<file path="src/rtl/sip_pkg.sv">
// Shared types, widths and codes of the split interval pruner.
package sip_pkg;

    localparam int TABLE_DEPTH_DEF = 1024;

    // Field widths
    localparam int POS_W  = 20;
    localparam int SC_W   = 17;
    localparam int GAP_W  = 16;
    localparam int CNT_W  = 11;
    localparam int BEST_W = 17;
    localparam int SG_W   = 18;
    localparam int IX_W   = 13;   // signed index arithmetic
    localparam int VW     = 23;   // signed position and score arithmetic
    localparam int CFG_W  = 16;

    typedef logic signed [IX_W-1:0] ix_t;
    typedef logic signed [VW-1:0]   val_t;

    // Command codes
    localparam logic [2:0] CMD_LOAD   = 3'd0;
    localparam logic [2:0] CMD_RECORD = 3'd1;
    localparam logic [2:0] CMD_TEST   = 3'd2;
    localparam logic [2:0] CMD_SHRINK = 3'd3;
    localparam logic [2:0] CMD_NEIGH  = 3'd4;

    // Register indexes
    localparam logic REG_GAP_ALLOWANCE  = 1'b0;
    localparam logic REG_POSITION_COUNT = 1'b1;

    typedef struct packed {
        logic [2:0]               command;
        logic [9:0]               entry_index;
        logic [POS_W-1:0]         position_value;
        logic signed [SC_W-1:0]   left_score_in;
        logic signed [SC_W-1:0]   right_score_in;
        logic [10:0]              bound_left;
        logic signed [10:0]       bound_right;
        logic signed [10:0]       last_left_split;
        logic signed [10:0]       last_right_split;
        logic [BEST_W-1:0]        best_score;
        logic signed [SG_W-1:0]   score_gap;
    } item_t;

    typedef struct packed {
        logic                keep_interval;
        logic [10:0]         new_left;
        logic signed [11:0]  new_right;
        logic signed [10:0]  new_last_left;
        logic signed [10:0]  new_last_right;
    } res_t;

endpackage

</file>
<file path="src/rtl/sip_ctrl.sv">
// Sequencer, markers, configuration and shared search datapath.
module sip_ctrl #(
    parameter int TABLE_DEPTH = sip_pkg::TABLE_DEPTH_DEF
) (
    input  logic                             aclk,
    input  logic                             aresetn,
    input  logic                             in_valid,
    output logic                             in_ready,
    input  sip_pkg::item_t                   in_item,
    input  logic                             cfg_wr_en,
    input  logic                             cfg_index,
    input  logic [sip_pkg::CFG_W-1:0]        cfg_wdata,
    output logic                             res_valid,
    input  logic                             res_ready,
    output sip_pkg::res_t                    res,
    output logic [$clog2(TABLE_DEPTH)-1:0]   mem_addr,
    output logic                             pos_we,
    output logic [sip_pkg::POS_W-1:0]        pos_wdata,
    output logic                             sc_we,
    output logic [2*sip_pkg::SC_W-1:0]       sc_wdata,
    input  logic [sip_pkg::POS_W-1:0]        pos_rdata,
    input  logic [2*sip_pkg::SC_W-1:0]       sc_rdata
);
    import sip_pkg::*;

    localparam int AW = $clog2(TABLE_DEPTH);

    typedef enum logic [22:0] {
        ST_IDLE     = 23'h000001,
        ST_T_A      = 23'h000002,
        ST_T_B      = 23'h000004,
        ST_T_C      = 23'h000008,
        ST_S_INIT   = 23'h000010,
        ST_L_D      = 23'h000020,
        ST_L_E      = 23'h000040,
        ST_L_CMP    = 23'h000080,
        ST_L_FIN    = 23'h000100,
        ST_R_CHK    = 23'h000200,
        ST_R_D      = 23'h000400,
        ST_R_E      = 23'h000800,
        ST_R_CMP    = 23'h001000,
        ST_R_FIN    = 23'h002000,
        ST_N_P      = 23'h004000,
        ST_N_BR     = 23'h008000,
        ST_N_LFIN   = 23'h010000,
        ST_N_BL     = 23'h020000,
        ST_N_BLD    = 23'h040000,
        ST_N_RFIN   = 23'h080000,
        ST_SRCH_ISS = 23'h100000,
        ST_SRCH_CMP = 23'h200000,
        ST_DONE     = 23'h400000
    } state_t;

    localparam ix_t  IX_ONE   = ix_t'(1);
    localparam ix_t  IX_ZERO  = ix_t'(0);
    localparam val_t VAL_ONE  = val_t'(1);
    localparam val_t VAL_ZERO = val_t'(0);

    state_t state_reg, state_next, ret_reg, ret_next;

    logic [GAP_W-1:0]   gap_reg, gap_next;
    logic [CNT_W-1:0]   pc_reg, pc_next;
    logic signed [10:0] lz_reg, lz_next;
    logic [10:0]        rz_reg, rz_next;
    logic               rz_valid_reg, rz_valid_next;

    ix_t                idx_reg, idx_next;
    ix_t                bl_reg, bl_next;
    ix_t                br_reg, br_next;
    ix_t                lls_reg, lls_next;
    ix_t                lrs_reg, lrs_next;
    logic [BEST_W-1:0]  best_reg, best_next;
    ix_t                nl_reg, nl_next;
    ix_t                nr_reg, nr_next;
    logic signed [10:0] nll_reg, nll_next;
    logic signed [10:0] nlr_reg, nlr_next;
    logic               keep_reg, keep_next;
    logic [SC_W-1:0]    a_reg, a_next;
    val_t               d_reg, d_next;
    val_t               p_reg, p_next;
    val_t               ext_reg, ext_next;
    val_t               mlv_reg, mlv_next;
    val_t               sd_reg, sd_next;

    // Search unit state
    ix_t                lo_reg, lo_next;
    ix_t                cnt_reg, cnt_next;
    ix_t                step_reg, step_next;
    val_t               v_reg, v_next;
    logic               upper_reg, upper_next;

    ix_t                rd_idx;
    logic               rd_ok_reg;
    val_t               pos_v;
    logic [SC_W-1:0]    sc_l, sc_r;
    val_t               sum_v;
    ix_t                rz_eff;
    ix_t                lz_p1;
    logic               in_fire;

    function automatic logic ix_ok(input ix_t i);
        return !i[IX_W-1] && (int'(i) < TABLE_DEPTH);
    endfunction

    function automatic ix_t ix_max(input ix_t a, input ix_t b);
        return (a > b) ? a : b;
    endfunction

    function automatic ix_t ix_min(input ix_t a, input ix_t b);
        return (a < b) ? a : b;
    endfunction

    // Read data, zero outside the table
    assign pos_v  = rd_ok_reg ? val_t'(pos_rdata) : '0;
    assign sc_l   = rd_ok_reg ? sc_rdata[2*SC_W-1:SC_W] : '0;
    assign sc_r   = rd_ok_reg ? sc_rdata[SC_W-1:0] : '0;
    assign sum_v  = val_t'(sc_l) + val_t'(sc_r);
    assign rz_eff = rz_valid_reg ? ix_t'(rz_reg) : ix_t'(pc_reg);
    assign lz_p1  = ix_t'(lz_reg) + IX_ONE;

    assign in_ready = (state_reg == ST_IDLE);
    assign in_fire  = in_valid && in_ready;
    assign mem_addr = AW'($unsigned(rd_idx));

    assign pos_wdata = in_item.position_value;
    assign sc_wdata  = {(in_item.left_score_in[SC_W-1]  ? {SC_W{1'b0}} : in_item.left_score_in),
                        (in_item.right_score_in[SC_W-1] ? {SC_W{1'b0}} : in_item.right_score_in)};

    assign res_valid          = (state_reg == ST_DONE);
    assign res.keep_interval  = keep_reg;
    assign res.new_left       = nl_reg[10:0];
    assign res.new_right      = nr_reg[11:0];
    assign res.new_last_left  = nll_reg;
    assign res.new_last_right = nlr_reg;

    // Sequencer and datapath
    always_comb begin
        ix_t  in_idx;
        ix_t  start;
        ix_t  stop;
        val_t sd;
        logic go_right;

        in_idx   = ix_t'(in_item.entry_index);
        start    = '0;
        stop     = '0;
        sd       = '0;
        go_right = 1'b0;

        state_next    = state_reg;
        ret_next      = ret_reg;
        gap_next      = gap_reg;
        pc_next       = pc_reg;
        lz_next       = lz_reg;
        rz_next       = rz_reg;
        rz_valid_next = rz_valid_reg;
        idx_next      = idx_reg;
        bl_next       = bl_reg;
        br_next       = br_reg;
        lls_next      = lls_reg;
        lrs_next      = lrs_reg;
        best_next     = best_reg;
        nl_next       = nl_reg;
        nr_next       = nr_reg;
        nll_next      = nll_reg;
        nlr_next      = nlr_reg;
        keep_next     = keep_reg;
        a_next        = a_reg;
        d_next        = d_reg;
        p_next        = p_reg;
        ext_next      = ext_reg;
        mlv_next      = mlv_reg;
        sd_next       = sd_reg;
        lo_next       = lo_reg;
        cnt_next      = cnt_reg;
        step_next     = step_reg;
        v_next        = v_reg;
        upper_next    = upper_reg;
        rd_idx        = idx_reg;
        pos_we        = 1'b0;
        sc_we         = 1'b0;

        // Configuration writes
        if (cfg_wr_en) begin
            unique case (cfg_index)
                REG_GAP_ALLOWANCE:  gap_next = cfg_wdata[GAP_W-1:0];
                REG_POSITION_COUNT: pc_next  = cfg_wdata[CNT_W-1:0];
                default:            gap_next = gap_reg;
            endcase
        end

        unique case (state_reg)
            ST_IDLE: begin
                rd_idx = in_idx;
                if (in_fire) begin
                    idx_next  = in_idx;
                    bl_next   = ix_t'(in_item.bound_left);
                    br_next   = ix_t'(in_item.bound_right);
                    lls_next  = ix_t'(in_item.last_left_split);
                    lrs_next  = ix_t'(in_item.last_right_split);
                    best_next = in_item.best_score;
                    keep_next = 1'b0;
                    nl_next   = '0;
                    nr_next   = '0;
                    nll_next  = '0;
                    nlr_next  = '0;
                    sd = val_t'(in_item.score_gap) + val_t'(gap_reg);
                    sd_next = sd;
                    unique case (in_item.command)
                        CMD_LOAD: begin
                            pos_we = ix_ok(in_idx);
                        end
                        CMD_RECORD: begin
                            if (ix_ok(in_idx)) begin
                                sc_we = 1'b1;
                                if (in_item.left_score_in == '0 && ix_t'(lz_reg) < in_idx) begin
                                    lz_next = signed'(in_idx[10:0]);
                                end
                                if (in_item.right_score_in == '0 && in_idx < rz_eff) begin
                                    rz_next       = in_idx[10:0];
                                    rz_valid_next = 1'b1;
                                end
                            end
                        end
                        CMD_TEST:   state_next = ST_T_A;
                        CMD_SHRINK: state_next = ST_S_INIT;
                        CMD_NEIGH: begin
                            if (sd <= VAL_ZERO) begin
                                nl_next    = in_idx + IX_ONE;
                                nr_next    = in_idx;
                                state_next = ST_DONE;
                            end else begin
                                state_next = ST_N_P;
                            end
                        end
                        default: state_next = ST_IDLE;
                    endcase
                end
            end

            // Subinterval test: two reads of the score record
            ST_T_A: begin
                rd_idx     = lls_reg;
                state_next = ST_T_B;
            end
            ST_T_B: begin
                a_next     = sc_l;
                rd_idx     = lrs_reg;
                state_next = ST_T_C;
            end
            ST_T_C: begin
                keep_next  = (val_t'(a_reg) + val_t'(sc_r) + val_t'(gap_reg)) >= val_t'(best_reg);
                state_next = ST_DONE;
            end

            // Shrink: clamp to zero markers, then test the left split
            ST_S_INIT: begin
                nl_next  = ix_max(bl_reg, lz_p1);
                nr_next  = ix_min(br_reg, rz_eff - IX_ONE);
                nll_next = lls_reg[10:0];
                nlr_next = lrs_reg[10:0];
                if (!lls_reg[IX_W-1]) begin
                    rd_idx     = lls_reg;
                    state_next = ST_L_D;
                end else begin
                    state_next = ST_R_CHK;
                end
            end
            ST_L_D: begin
                d_next     = sum_v - val_t'(best_reg) + val_t'(gap_reg);
                p_next     = pos_v;
                state_next = ST_L_E;
            end
            ST_L_E: begin
                if (d_reg > VAL_ZERO) begin
                    ext_next   = p_reg + d_reg + VAL_ONE;
                    rd_idx     = nr_reg;
                    state_next = ST_L_CMP;
                end else begin
                    state_next = ST_R_CHK;
                end
            end
            ST_L_CMP: begin
                if (ext_reg <= pos_v) begin
                    lo_next    = nl_reg;
                    cnt_next   = nr_reg - nl_reg;
                    v_next     = ext_reg;
                    upper_next = 1'b0;
                    ret_next   = ST_L_FIN;
                    state_next = ST_SRCH_ISS;
                end else begin
                    nl_next    = IX_ONE;
                    nr_next    = '0;
                    nll_next   = '1;
                    nlr_next   = '1;
                    state_next = ST_DONE;
                end
            end
            ST_L_FIN: begin
                nl_next    = ix_max(nl_reg, lo_reg);
                state_next = ST_R_CHK;
            end

            // Shrink: test the right split
            ST_R_CHK: begin
                if (!lrs_reg[IX_W-1]) begin
                    rd_idx     = lrs_reg;
                    state_next = ST_R_D;
                end else begin
                    state_next = ST_DONE;
                end
            end
            ST_R_D: begin
                d_next     = sum_v - val_t'(best_reg) + val_t'(gap_reg);
                p_next     = pos_v;
                state_next = ST_R_E;
            end
            ST_R_E: begin
                if (d_reg > VAL_ZERO) begin
                    ext_next   = p_reg - d_reg - VAL_ONE;
                    rd_idx     = nl_reg;
                    state_next = ST_R_CMP;
                end else begin
                    state_next = ST_DONE;
                end
            end
            ST_R_CMP: begin
                if (ext_reg >= pos_v) begin
                    lo_next    = nl_reg;
                    cnt_next   = nr_reg - nl_reg;
                    v_next     = ext_reg;
                    upper_next = 1'b1;
                    ret_next   = ST_R_FIN;
                    state_next = ST_SRCH_ISS;
                end else begin
                    nl_next    = IX_ONE;
                    nr_next    = '0;
                    nll_next   = '1;
                    nlr_next   = '1;
                    state_next = ST_DONE;
                end
            end
            ST_R_FIN: begin
                nr_next    = ix_min(nr_reg, lo_reg);
                state_next = ST_DONE;
            end

            // Neighbourhood prune: right reach, then left reach
            ST_N_P: begin
                ext_next   = pos_v + sd_reg + VAL_ONE;
                mlv_next   = pos_v - sd_reg - VAL_ONE;
                rd_idx     = br_reg;
                state_next = ST_N_BR;
            end
            ST_N_BR: begin
                start = ix_max(idx_reg + IX_ONE, lz_p1);
                if (ext_reg < pos_v) begin
                    lo_next    = start;
                    cnt_next   = br_reg - start;
                    v_next     = ext_reg;
                    upper_next = 1'b0;
                    ret_next   = ST_N_LFIN;
                    state_next = ST_SRCH_ISS;
                end else begin
                    nl_next    = br_reg + IX_ONE;
                    state_next = ST_N_BL;
                end
            end
            ST_N_LFIN: begin
                nl_next    = lo_reg;
                state_next = ST_N_BL;
            end
            ST_N_BL: begin
                if (nl_reg[IX_W-1]) begin
                    nl_next = '0;
                end
                rd_idx     = bl_reg;
                state_next = ST_N_BLD;
            end
            ST_N_BLD: begin
                stop = ix_min(idx_reg - IX_ONE, rz_eff - IX_ONE);
                if (mlv_reg > pos_v) begin
                    lo_next    = bl_reg;
                    cnt_next   = stop - bl_reg;
                    v_next     = mlv_reg;
                    upper_next = 1'b1;
                    ret_next   = ST_N_RFIN;
                    state_next = ST_SRCH_ISS;
                end else begin
                    nr_next    = bl_reg - IX_ONE;
                    state_next = ST_DONE;
                end
            end
            ST_N_RFIN: begin
                nr_next    = lo_reg;
                state_next = ST_DONE;
            end

            // Binary search: probe the midpoint, then halve the range
            ST_SRCH_ISS: begin
                if (cnt_reg > IX_ZERO) begin
                    step_next  = cnt_reg >>> 1;
                    rd_idx     = lo_reg + (cnt_reg >>> 1);
                    state_next = ST_SRCH_CMP;
                end else begin
                    state_next = ret_reg;
                end
            end
            ST_SRCH_CMP: begin
                go_right = upper_reg ? (pos_v <= v_reg) : (pos_v < v_reg);
                if (go_right) begin
                    lo_next  = lo_reg + step_reg + IX_ONE;
                    cnt_next = cnt_reg - step_reg - IX_ONE;
                end else begin
                    cnt_next = step_reg;
                end
                state_next = ST_SRCH_ISS;
            end

            // Hold the result until the output register takes it
            ST_DONE: begin
                if (res_ready) begin
                    state_next = ST_IDLE;
                end
            end

            default: state_next = ST_IDLE;
        endcase
    end

    // Control state
    always_ff @(posedge aclk) begin
        if (!aresetn) begin
            state_reg    <= ST_IDLE;
            ret_reg      <= ST_IDLE;
            gap_reg      <= '0;
            pc_reg       <= '0;
            lz_reg       <= '1;
            rz_reg       <= '0;
            rz_valid_reg <= 1'b0;
            rd_ok_reg    <= 1'b0;
        end else begin
            state_reg    <= state_next;
            ret_reg      <= ret_next;
            gap_reg      <= gap_next;
            pc_reg       <= pc_next;
            lz_reg       <= lz_next;
            rz_reg       <= rz_next;
            rz_valid_reg <= rz_valid_next;
            rd_ok_reg    <= ix_ok(rd_idx);
        end
    end

    // Payload registers
    always_ff @(posedge aclk) begin
        idx_reg   <= idx_next;
        bl_reg    <= bl_next;
        br_reg    <= br_next;
        lls_reg   <= lls_next;
        lrs_reg   <= lrs_next;
        best_reg  <= best_next;
        nl_reg    <= nl_next;
        nr_reg    <= nr_next;
        nll_reg   <= nll_next;
        nlr_reg   <= nlr_next;
        keep_reg  <= keep_next;
        a_reg     <= a_next;
        d_reg     <= d_next;
        p_reg     <= p_next;
        ext_reg   <= ext_next;
        mlv_reg   <= mlv_next;
        sd_reg    <= sd_next;
        lo_reg    <= lo_next;
        cnt_reg   <= cnt_next;
        step_reg  <= step_next;
        v_reg     <= v_next;
        upper_reg <= upper_next;
    end

    // A probe is only taken on a non-empty range
    assert property (@(posedge aclk) disable iff (!aresetn)
        state_reg == ST_SRCH_CMP |-> $past(cnt_reg) > IX_ZERO)
        else $error("search probe on empty range");

    // Table writes happen only in the accept cycle
    assert property (@(posedge aclk) disable iff (!aresetn)
        (pos_we || sc_we) |-> in_fire)
        else $error("table write outside accept");

    // Load and record finish in their accept cycle
    assert property (@(posedge aclk) disable iff (!aresetn)
        in_fire && (in_item.command == CMD_LOAD || in_item.command == CMD_RECORD)
        |=> state_reg == ST_IDLE)
        else $error("load or record left idle");

    // Once a right zero is seen the marker stays owned by records
    assert property (@(posedge aclk) disable iff (!aresetn)
        !$fell(rz_valid_reg))
        else $error("right zero marker lost");

endmodule

</file>
<file path="config.mk">
export PLATFORM = sky130hd
export DESIGN_NAME = sip_ctrl
export DESIGN_NICKNAME = d
export VERILOG_FILES = /design/src/rtl/sip_pkg.sv /design/src/rtl/sip_ctrl.sv
export SDC_FILE = /design/constraint.sdc
export NUM_CORES = 2
export LEC_CHECK = 0
export BUFFER_PORTS_ARGS = -buffer_cell sky130_fd_sc_hd__buf_2
export CAP_MARGIN = 5
export CORE_MARGIN = 1.5
export CORE_UTILIZATION = 45
export DETAILED_ROUTE_END_ITERATION = 7
export HOLD_SLACK_MARGIN = 0.15
export PLACE_DENSITY = 0.66
export SLEW_MARGIN = 40
export SYNTH_ARGS = -nofsm -noshare
export SYNTH_HDL_FRONTEND = slang
export SYNTH_SLANG_ARGS = --single-unit
</file>
<file path="constraint.sdc">
create_clock -name aclk -period 5.54 [get_ports aclk]
set_input_delay 0 -clock aclk [delete_from_list [all_inputs] [get_ports aclk]]
set_output_delay 0 -clock aclk [all_outputs]
set_load 0.005 [all_outputs]
</file>
== Yosys cells after proc, flatten, opt, wreduce, memory -nomap -nowiden ==
Cells that the tools add are included.
Widths: inputs -> output; s select.

* Bits in read-only memories: 0
* Bits in writable memories: 0
* Memories kept: 0
* Register bits: 406
* Input port bits: 222
* Latch bits: 0

* Shifts and indexed selects: 0
* Muxes and demuxes: 91
* Equal/unequal tests: 44
* Add/sub/neg operators: 29
* Multipliers: 0
* $lt $le $gt $ge: 19
* Bitwise operators: 1
* Div/mod/pow operators: 0
* Reductions and logical operators: 34

{| class="wikitable"
|+ Operators with widths
! operator !! number
|-
| $pmux 23 s21 || 1
|-
| $mux 23 || 19
|-
| $mux 13 || 27
|-
| $pmux 23 s4 || 3
|-
| $pmux 13 s10 || 1
|-
| $pmux 13 s5 || 2
|-
| $pmux 13 s8 || 1
|-
| $pmux 13 s7 || 1
|-
| $pmux 11 s4 || 2
|-
| $pmux 23 s3 || 1
|-
| $mux 11 || 6
|-
| $add 23x2->23 const B || 2
|-
| $sub 23x2->23 const B || 2
|-
| $mux 10 || 4
|-
| $add 17x17->18 || 2
|-
| $mux 12 || 3
|-
| $logic_not 17->1 || 2
|-
| $mux 17 || 2
|-
| $mux 16 || 2
|-
| $ne 2x2->1 const B || 15
|-
| $add 13x12->13 || 2
|-
| $sub 13x12->13 || 2
|-
| $add 11x2->12 const B || 2
|-
| $gt 12x12->1 || 2
|-
| 81 further kinds || 112
|}

== Longest topological paths before layout ==
* Depth in word-level cells: 7
* Depth in mapped cells: 31
* Depth with buffers taken out: 28

== Worst setup path before layout ==
OpenSTA, ideal clock, no wires.

* Path type: flip-flop to flip-flop
* From: reg rz_valid_reg
* To: reg cnt_reg[10], data pin
* Path slack: -413 ps
* Cell stages (with the launch flop): 32
* Library setup time: 269 ps
* Data required time: 5271 ps
* Arrival: 5684 ps
* Path through: dfxtp_1 > buf_2 > buf_1 > mux2i_1 > ha_1 > nand3_1 > xnor2_1 > ha_1 > nand2_1 > a311o_1 > a31oi_1 > a211oi_1 > o21ai_0 > maj3_1 > nand2_1 > a31oi_1 > clkbuf_1 > nor2_1 > a21oi_1 > ha_1 > inv_1 > fa_1 > a21o_1 > a21o_1 > a21o_1 > a21oi_1 > o21ai_0 > nand3_1 > nand2_1 > xor2_1 > a221oi_1 > o21ai_0

* Cells in the longest elaborated chain, start to end: 7

{| class="wikitable"
|+ Ends and longest elaborated chain
! item !! line !! RTL
|-
| start: declaration || sip_ctrl.sv:65 || <nowiki>logic rz_valid_reg, rz_valid_next;</nowiki>
|-
| start signal: assignment || sip_ctrl.sv:449 || <nowiki>rz_valid_reg <= rz_valid_next;</nowiki>
|-
| $mux 11 * || sip_ctrl.sv:118 || <nowiki>assign rz_eff = rz_valid_reg ? ix_t'(rz_reg) : ix_t'(pc_reg);</nowiki>
|-
| $sub 11x1->12 * || sip_ctrl.sv:381 || <nowiki>stop = ix_min(idx_reg - IX_ONE, rz_eff - IX_ONE);</nowiki>
|-
| $lt 11x12->1 || sip_ctrl.sv:110 || <nowiki>return (a < b) ? a : b;</nowiki>
|-
| $mux 13 * || sip_ctrl.sv:110 ||
|-
| $sub 13x12->13 * || sip_ctrl.sv:384 || <nowiki>cnt_next = stop - bl_reg;</nowiki>
|-
| $mux 13 * || sip_ctrl.sv:382 || <nowiki>if (mlv_reg > pos_v) begin</nowiki>
|-
| $pmux 13 s5 * || sip_ctrl.sv:192 || <nowiki>unique case (state_reg)</nowiki>
|-
| named net cnt_next[10] || sip_ctrl.sv:87 || <nowiki>ix_t cnt_reg, cnt_next;</nowiki>
|-
| end signal: assignment || sip_ctrl.sv:474 || <nowiki>cnt_reg <= cnt_next;</nowiki>
|-
| end: declaration || sip_ctrl.sv:87 ||
|}

The timed path passes the listed nets; every way through them passes the cells marked *. The select of a mux whose other input is x is not followed.
A chain may end at the register's enable or synchronous reset.

== Worst setup path after layout ==
Same ends and word-level chain as after synthesis.

==> flow_summary.json <==
{
  "status": "finished with violations",
  "violations": "DRC",
  "power.share.clock": 0.331,
  "final_core_util": 0.556,
  "cp_max_fo": 6,
  "hold_path.class": "input port to flip-flop",
  "synthFlopType": "edfxtp_1",
  "htreeDepth": 2,
  "syn_avg_cell_area_sq_um": 8.90,
  "grt_pass1_vias": 29600,
  "worstSetupEndpoint": "cnt_reg[10]",
  "drv_slew": 0,
  "p_seq_frac": 0.347,
  "critPathTopFamily": "compound AO/OA/AOI/OAI gates",
  "synthToLayoutAreaGrowth_pct": 21.6,
  "yosys-top-cells-count": "nand2_1, ha_1, inv_1",
  "synth.distinct_cells": 96,
  "root_buffer": "clkbuf_16",
  "path_clk_slew_ns": 0.06,
  "cp.required_ns": 5.88,
  "coreArea_sq_um": 73300,
  "vias": 31000,
  "die_x_um": 276,
  "cp.buffers_inverters": 1,
  "synthArstFlopShare": 0,
  "cts_tree": "yes",
  "synthCells": 3767,
  "port_buffers": 293,
  "power_density_nw_per_um2": 249,
  "p_comb_frac": 0.322,
  "grt_usage": 0.292,
  "drt-pass1-iter-count": 8,
  "drive_gt1_frac": 0.131,
  "drt_iter0_markers": 3475,
  "ios": 336,
  "clock_path_buffers": 3,
  "cp-startpoint": "rz_valid_reg",
  "max_stage_delay_ns": 0.39,
  "syn_area_sq_um": 33500,
  "irDropWorstVdd_v": 0.000243,
  "fmax_mhz": 187,
  "cts_made_buffers": 45,
  "relSlewSlack": 0.469,
  "die_y_um": 276,
  "cp-end-kind": "flip-flop",
  "detail-route-antenna-nets": 0,
  "critPathArrivalTime_ns": 5.70,
  "worst_slack_ns": 0.182,
  "nets": 4970,
  "synth_top_area_cell": "edfxtp_1",
  "p_leak_nw": 18.0,
  "slowest_stage": "dfxtp_4",
  "worstReg2RegEnd": "cnt_reg[10]",
  "r2r_setup_slack_ns": 0.18,
  "cts.sinks": 382,
  "skew_ns": 0.0300,
  "dpl.cell_count": 4960,
  "post-place-ws_ns": -0.0183,
  "min_delay_path_depth": 4,
  "place.gp.congestion": 0.976,
  "start_kind": "flip-flop",
  "hold_viol": 0,
  "final.period_utilization": 0.967,
  "dp.final_hpwl_mm": 88.5,
  "setup_viol": 0,
  "synth_area_leaders": "edfxtp_1, ha_1, dfxtp_1, nand2_1, xnor2_1",
  "reg2reg_depth": 28,
  "whs_ns": 0.211,
  "overflow": 0,
  "std_cell_rows": 99,
  "switching_power_mw": 3.41,
  "vias_per_cell": 5.84,
  "fp.dieArea_sq_um": 76100,
  "routed_wl_mm": 114,
  "synth_edf_count": 304,
  "ys_ff_latch": 382,
  "yosys.area.top_type_share": 0.272,
  "cap_violations": 0,
  "final_cell_count_no_fill": 5310,
  "fin_crit_ns": 5.36,
  "synth.most_common_cell": "nand2_1",
  "yosysWarnings": 0,
  "path_class": "flip-flop to flip-flop",
  "critical_path_depth": 28,
  "antenna_found_initial": 4,
  "worstMarginPinSlew_ns": 0.776,
  "wl_per_cell_um": 21.4,
  "grt_pass1_wl_mm": 170,
  "insertion_delay_ns": 0.62,
  "r2r_start": "rz_valid_reg",
  "power.internal_mw": 6.76,
  "synth.yosys.seq_area_share": 0.319,
  "start_util": 0.457,
  "total_power_mw": 10.2,
  "netSwitchingFraction": 0.335,
  "grt_max_degree": 52,
  "drc": 17
}
[kinds of logic (layout without fill, tap and decap cells)]
family,after synthesis,after routing,share of synthesized area
buffers and inverters,516,1096,0.0638
adder cells (fa/ha/maj),438,438,0.174
multiplexers,76,76,0.0229
AO/OA/AOI/OAI,914,914,0.182
other,2,6,0.000224
AND/OR/NAND/NOR,1197,1197,0.176
XOR/XNOR,242,242,0.0632
flip-flops,382,382,0.319
[worst min-delay path by stage]
stage / start / endpoint / slack [ns]
final: in_item[13] / sd_reg[13] / 0.21
after global routing: in_item[45] / lrs_reg[10] / 0.18
after CTS: in_item[45] / lrs_reg[10] / 0.16
after detailed placement: in_item[123] / pos_wdata[10] / 0.00003
after global placement: in_item[123] / pos_wdata[10] / 0.00003
after floorplan: in_item[95] / sc_wdata[0] / 0.03
[metrics by stage]
| step | TNS (ns) | area (sq um) |
|---|---|---|
| after floorplan | 0 | 33500 |
| after global placement | 0 | 36200 |
| after detailed placement | -0.0350 | 36200 |
| after CTS | 0 | 40400 |
| after global routing | -0.281 | 40800 |
| final | 0 | 40800 |
[placed cells by master, fill, tap and decap left out, drive strengths merged, types with 31 or more instances in the layout]
cell / count
a21oi: 238
nand2: 401
o21ai: 178
a22oi: 32
inv: 358
nor2: 219
xnor2: 165
o211ai: 36
clkbuf: 47
or3: 31
edfxtp: 304
xor2: 77
fa: 46
nor3: 102
o21bai: 42
a21o: 58
mux2i: 71
buf: 400
dfxtp: 78
nor2b: 87
nand4: 50
dlygate4sd3: 257
nand3: 87
o21a: 62
nor4: 40
a211oi: 32
nand2b: 40
ha: 391
and3: 43
[power by group through the flow]
| stage | sequential, mW | combinational [mW] | clock (mW) |
|---|---|---|---|
| after floorplan | 3.46 | 2.14 | 0 |
| after global placement | 3.57 | 2.93 | 0 |
| after detailed placement | 3.57 | 2.97 | 0 |
| after CTS | 3.51 | 3.13 | 3.41 |
| after global routing | 3.53 | 3.59 | 3.51 |
| final | 3.52 | 3.27 | 3.37 |
[tightest hold or removal path: cells and delay by family]
family | cells | cell delay [ns]
compound gates | 1 | 0.10
fa+ha+maj | 1 | 0.23
simple gates | 1 | 0.21
buf+inv | 1 | 0.11
[metal layers]
metal | up-vias | wire length (um) | share of wire | global-route usage
li1 | 14700 | - | - | -
met1 | 14600 | 49900 | 0.44 | 0.412
met2 | 1478 | 48900 | 0.43 | 0.449
met3 | 233 | 10600 | 0.094 | 0.0529
met4 | 0 | 4240 | 0.037 | 0.100
met5 | - | 0 | 0 | 0
[layout make-up]
type	count	area [sq um]
clock buffers	47	1130
well taps	959	1200
diodes	3	7.51
flip-flops and latches	382	10700
multi-input cells	2870	21000
fillers	6572	32600
clock inverters	37	532
inverters	355	1340
repair buffers	657	4850
[timing repair]
item | CTS | global route
pin swaps | 0 | 9
gates resized for setup | 1 | 56
endpoints found under the hold margin | 230 | 0
setup endpoints to repair | 2 | 13
hold buffers | 257 | 0
setup buffers | 0 | 6
Power figures use the tool's default switching activity.
